`src/rtl/tswtm_pkg.sv`:
```
// Shared types and constants of the sliding-window throughput meter.
package tswtm_pkg;

   localparam int RING_DEPTH = 4096;
   localparam int RING_AW    = $clog2(RING_DEPTH);
   localparam int CNT_W      = RING_AW + 1;
   localparam int NUM_LINKS  = 2;
   localparam int LINK_W     = 1;
   localparam int TIME_W     = 48;
   localparam int BYTES_W    = 28;
   localparam int PKTS_W     = 13;
   localparam int RATE_W     = 40;
   localparam int SUM_W      = 30;
   localparam int PROD_W     = SUM_W + 23;
   localparam int QUEUE_DEPTH = 4;
   localparam int QUEUE_AW   = 2;

   localparam logic [7:0]  PROTO_TCP     = 8'd6;
   localparam logic [3:0]  MIN_HDR_WORDS = 4'd5;
   localparam logic [22:0] BITS_PER_SEC  = 23'd8000000;
   localparam logic [15:0] PORT0_RESET   = 16'd5051;
   localparam logic [15:0] PORT1_RESET   = 16'd5052;
   localparam logic [31:0] WINDOW_RESET  = 32'd2000000;

   localparam logic [1:0] REG_PORT0  = 2'd0;
   localparam logic [1:0] REG_PORT1  = 2'd1;
   localparam logic [1:0] REG_WINDOW = 2'd2;

   typedef enum logic [2:0] {
      ST_STORED    = 3'd0,
      ST_BAD_IP    = 3'd1,
      ST_NOT_TCP   = 3'd2,
      ST_BAD_TCP   = 3'd3,
      ST_PORT_MISS = 3'd4,
      ST_QUERY     = 3'd5
   } status_type;

   // Classified job passed from the front end to the back end.
   typedef struct packed {
      logic              query;
      logic [LINK_W-1:0] link;
      status_type        status;
      logic [15:0]       payload;
      logic [TIME_W-1:0] time_us;
   } job_type;

endpackage

```
`src/rtl/tswtm_front.sv`:
```
// Front end: checks headers, works out payload and queues classified jobs.
module tswtm_front (
   input  logic                          clock,
   input  logic                          reset,
   input  logic                          req_push,
   output logic                          req_full,
   input  logic                          req_kind,
   input  logic                          req_link_id,
   input  logic [3:0]                    req_ip_header_words,
   input  logic [7:0]                    req_ip_protocol,
   input  logic [15:0]                   req_ip_total_length,
   input  logic [3:0]                    req_tcp_offset_words,
   input  logic [15:0]                   req_source_port,
   input  logic [tswtm_pkg::TIME_W-1:0]  req_time_us,
   input  logic [15:0]                   port0,
   input  logic [15:0]                   port1,
   output logic                          job_valid,
   output tswtm_pkg::job_type            job,
   input  logic                          job_take
);

   tswtm_pkg::job_type q_ff [tswtm_pkg::QUEUE_DEPTH];
   logic [tswtm_pkg::QUEUE_AW-1:0] wr_ff, wr_in, rd_ff, rd_in;
   logic [tswtm_pkg::QUEUE_AW:0]   cnt_ff, cnt_in;
   tswtm_pkg::job_type nj;
   logic [6:0] hdrs;
   logic       push_ok;

   always_comb begin
      hdrs = {1'b0, req_ip_header_words, 2'b00} + {1'b0, req_tcp_offset_words, 2'b00};
      nj.query   = req_kind;
      nj.link    = req_link_id;
      nj.time_us = req_time_us;
      nj.payload = (req_ip_total_length > {9'd0, hdrs}) ?
                   (req_ip_total_length - {9'd0, hdrs}) : 16'd0;
      if (req_kind)
         nj.status = tswtm_pkg::ST_QUERY;
      else if (req_ip_header_words < tswtm_pkg::MIN_HDR_WORDS)
         nj.status = tswtm_pkg::ST_BAD_IP;
      else if (req_ip_protocol != tswtm_pkg::PROTO_TCP)
         nj.status = tswtm_pkg::ST_NOT_TCP;
      else if (req_tcp_offset_words < tswtm_pkg::MIN_HDR_WORDS)
         nj.status = tswtm_pkg::ST_BAD_TCP;
      else if (req_source_port != (req_link_id ? port1 : port0))
         nj.status = tswtm_pkg::ST_PORT_MISS;
      else
         nj.status = tswtm_pkg::ST_STORED;
   end

   assign req_full  = (cnt_ff == (tswtm_pkg::QUEUE_AW+1)'(tswtm_pkg::QUEUE_DEPTH));
   assign push_ok   = req_push && !req_full;
   assign job_valid = (cnt_ff != '0);
   assign job       = q_ff[rd_ff];

   always_comb begin
      wr_in  = wr_ff + (tswtm_pkg::QUEUE_AW)'(push_ok);
      rd_in  = rd_ff + (tswtm_pkg::QUEUE_AW)'(job_take);
      cnt_in = cnt_ff + (tswtm_pkg::QUEUE_AW+1)'(push_ok)
                      - (tswtm_pkg::QUEUE_AW+1)'(job_take);
   end

   always_ff @(posedge clock) begin
      if (reset) begin
         wr_ff  <= '0;
         rd_ff  <= '0;
         cnt_ff <= '0;
      end else begin
         wr_ff  <= wr_in;
         rd_ff  <= rd_in;
         cnt_ff <= cnt_in;
      end
      if (push_ok) q_ff[wr_ff] <= nj;
   end

`ifndef SYNTH
   a_take_nonempty: assert property (@(posedge clock) disable iff (reset)
      job_take |-> job_valid) else $error("job taken from empty queue");
   a_cnt_range: assert property (@(posedge clock) disable iff (reset)
      cnt_ff <= (tswtm_pkg::QUEUE_AW+1)'(tswtm_pkg::QUEUE_DEPTH))
      else $error("queue count overflow");
   a_cnt_track: assert property (@(posedge clock) disable iff (reset)
      (push_ok && !job_take) |=> cnt_ff == $past(cnt_ff) + 1'b1)
      else $error("queue count lost a push");
`endif

endmodule

```
`config.mk`:
```
export PLATFORM = sky130hd
export DESIGN_NAME = tswtm_front
export DESIGN_NICKNAME = d
export VERILOG_FILES = /design/src/rtl/tswtm_pkg.sv /design/src/rtl/tswtm_front.sv
export SDC_FILE = /design/constraint.sdc
export NUM_CORES = 1
export LEC_CHECK = 0
export BUFFER_PORTS_ARGS = -buffer_cell sky130_fd_sc_hd__buf_2
export CORE_MARGIN = 4
export CORE_UTILIZATION = 55
export CTS_CLUSTER_SIZE = 8
export DETAILED_ROUTE_END_ITERATION = 16
export PLACE_DENSITY = 0.78
export SLEW_MARGIN = 40
export SYNTH_ARGS = -nofsm -noshare
export SYNTH_HDL_FRONTEND = slang
export SYNTH_SLANG_ARGS = --single-unit
```
`constraint.sdc`:
```
create_clock -name clock -period 8.8 [get_ports clock]
set_clock_uncertainty 0.15 [all_clocks]
set_input_delay 1.32 -clock clock [delete_from_list [all_inputs] [get_ports clock]]
set_output_delay 1.32 -clock clock [all_outputs]
set_load 0.02 [all_outputs]
```
==> metrics.csv <==
stage;metric;value;unit
global_route;groute.layer.met2.usage;36.3;%
drt;drt-total-wl;23600;µm
sta;hold_viol;0;
cells_and_area;filler_cell_count;1266;
outcome;outcome;complete, no violations;
clock_network;worst_skew_late_latency;500;ps
floorplan;starting_density_of_the_core;55.8;%
drt;detailroute.via_count;6043;
floorplan;core.rowCount;52;
worst_hold_path;worstHoldPathType;reg2reg;
cells_and_area;final-seq-area;0.00844;mm²
sta;grt_setup_unrepaired;false;
sta;drv_slew;0;
floorplan;die_area;0.0229;mm²
synthesis;synthArstFlopShare;0;%
critical_path;reg2reg_from;cnt_ff[1]$_SDFF_PP0_;
placed_design;number_of_cells_after_detailed_placement;995;
critical_path;timing.critical_path.to_type;register;
worst_hold_path;hold_startpoint;cnt_ff[1]$_SDFF_PP0_;
synthesis;syn_inst;531;
floorplan;die_height;151;µm
floorplan;floorplan.io_pins;205;
cells_and_area;layout.cells.non_filler;1062;
clock_network;root_buffer;clkbuf_16;
drt;detail_route.iter0.violations;406;
critical_path;critical_path.startpoint;req_ip_header_words[0];
global_route;pin_count_of_the_biggest_net_entering_global_routing;60;
sta;setup_tns;0;ps
critical_path;cp.arrival;4370;ps
pwr;power.ir.vdd_worst;0.000148;V
synthesis;netlist_top_cells_area;edfxtp_1, mux4_2, xnor2_1;
clock_network;postCtsHoldBufs;0;
synthesis;ys_ff_latch;283;
synthesis;yosys.cell_types.count;42;
sta;slew-limit-headroom;53.9;%
placed_design;portBuffers;204;
global_route;antenna_found_initial;3;
synthesis;synthesis.area_per_instance;21.3;µm²
pwr;power_leakage;4.93;nW
sta;report.final.setup_viol;0;
global_route;global_route.usage.met1;26.6;%
critical_path;worstPathRequired;8880;ps
synthesis;synthesis.area;0.0113;mm²
drt;final_antenna_net_count;0;
worst_hold_path;hold_depth;2;
job;cap_violations;0;
synthesis;yosys_most_used_dff;edfxtp_1;
placed_design;place.detailed.hpwl;14500;µm
clock_network;tritoncts;yes;
clock_network;number_of_post_cts_setup_repair_buffers;0;
drt;viasPerCell;5.69;
sta;finalWorstPathRequiredPeriod;4290;ps
pwr;p_per_area;265;mW/mm²
clock_network;cts_inserted_buffers;41;
critical_path;crit_type;in2reg;
critical_path;crit_path_max_fanout;8;
synthesis;synth_edf_count;276;
floorplan;floorplan.core_area;0.0202;mm²
drt;drt_drc_violations_left;0;
synthesis;synth_area_leader;edfxtp_1;
global_route;grt_overflow_total;0;
cells_and_area;design.final.nets;922;
critical_path;worst_setup_path_start_kind;input port;
global_route;groute.usage.overall;21.0;%
clock_network;worst_setup_hold_path_clk_slew;50;ps
placed_design;weighted_congestion_at_the_end_of_routability_driven_global_placement;0.921;
cells_and_area;area_taken_by_multi_input_logic_gates;0.00276;mm²
synthesis;portion_of_the_post_synthesis_area_used_by_sequential_elements;74.7;%
cells_and_area;layout-drive-gt1-share;44.0;%
global_route;busiest_layer;met2;
synthesis;synth_fp_nets;682;
global_route;gr-usage-met3;4.64;%
critical_path;reg2reg_depth;7;
clock_network;clock_sink_count;283;
synthesis;synth_largest_type_area_fraction;73.4;%
synthesis;synth.most_common_cell;edfxtp_1;
cells_and_area;areaGrowthSynthToFinish;23.6;%
drt;drt-wirelength-per-cell;22.2;µm
drt;first_pass_iters;5;
sta;worst_slew_pin_slew;692;ps
global_route;grt_pass1_wl;36300;µm
clock_network;htree_num_levels;2;
global_route;grt_pass1_vias;6677;
clock_network;postCtsResizedCells;0;
sta;fin_crit_sh;48.7;%
synthesis;synthesis.yosys.warnings;0;
sta;achievable-frequency;233;MHz
clock_network;max-clock-path-buffers;3;
synthesis;synth_top_cells_by_count;edfxtp_1, mux4_2, xnor2_1;
floorplan;die_w;151;µm
[per-layer routing]
layer	part of all wire (%)	vias to the layer above
met1	37	3045
met3	8.3	43
li1	-	2677
met2	52	276
met5	0.030	-
met4	2.2	2
[metrics by stage]
stage | total power [mW] | hold slack [ps] | cell area (µm²) | setup slack (ps) | utilization [%]
5_1_grt | 3.85 | 519 | 13900 | 4320 | 68.9
3_5_place_dp | 2.33 | 456 | 12700 | 4050 | 62.9
3_3_place_gp | 2.29 | 420 | 12600 | 3960 | 62.4
6_report | 3.69 | 461 | 13900 | 4510 | 68.9
4_1_cts | 3.73 | 472 | 13900 | 4320 | 68.6
2_1_floorplan | 2.11 | 379 | 11300 | 1980 | -
[critical path: stages]
cell	delay, ps
buf_2	110
ha_1	230
fa_1	490
inv_1	70
fa_1	440
a21o_1	200
a21oi_1	320
o21ai_1	240
a2111oi_4	640
buf_6	230
a21oi_1	80
[where the power goes]
group	leakage [nW]	switching, mW	total [mW]	internal (mW)
Combinational	1.79	0.363	0.605	0.242
Sequential	2.59	0.0464	1.70	1.66
Clock	0.553	0.504	1.38	0.879
Total	4.93	0.913	3.69	2.78
[cells in the final DEF, fill, tap and decap left out, types with 3 or more instances in the layout]
| cell | instances |
|---|---|
| a21o_1 | 4 |
| a21oi_1 | 10 |
| buf_12 | 5 |
| buf_2 | 204 |
| buf_4 | 3 |
| clkbuf_1 | 16 |
| clkbuf_16 | 43 |
| dfxtp_1 | 5 |
| diode_2 | 3 |
| edfxtp_1 | 276 |
| fa_1 | 3 |
| ha_1 | 14 |
| inv_1 | 11 |
| mux2i_1 | 16 |
| mux4_2 | 69 |
| nand2_1 | 6 |
| nor2_1 | 17 |
| nor2b_1 | 8 |
| nor4_1 | 5 |
| o21ai_0 | 5 |
| or3_1 | 3 |
| xnor2_1 | 22 |
| xor2_1 | 5 |
[logic make-up (layout without fill, tap and decap cells)]
| family | after synthesis | after routing | share of synthesized area [%] |
|---|---|---|---|
| AOI/OAI and AO/OA | 29 | 29 | 1.80 |
| xor gates and xnor gates | 27 | 27 | 2.10 |
| adders and majority gates | 17 | 17 | 2.08 |
| buffers and inverters | 30 | 288 | 1.13 |
| DFF | 283 | 283 | 74.7 |
| muxes | 86 | 86 | 15.3 |
| other | 0 | 3 | 0 |
| and+or+nand+nor | 59 | 59 | 2.94 |
[path summary, 6_finish.rpt]
kind                                               to  slack [ps]
worst max-delay path            q_ff[3][58]$_DFFE_PP_        4510
worst min-delay path             cnt_ff[2]$_SDFF_PP0_         460
worst max register to register  q_ff[1][31]$_DFFE_PP_        6080
worst min register to register   cnt_ff[2]$_SDFF_PP0_         460
[area by class of cell]
cell class	instances	area share, %
antenna	3	0.0538
clock buffer	59	8.15
clock inverter	2	0.117
inverter	11	0.296
multi-input combinational	218	19.8
sequential	283	60.5
tap	270	2.42
timing repair buffer	216	8.67
[flip-flops by register name (all words and copies together), names as in the netlist]
| name | flops |
|---|---|
| wr_ff | 2 |
| q_ff | 276 |
| cnt_ff | 3 |
| rd_ff | 2 |
No activity file was read; power rests on OpenSTA's default activity.
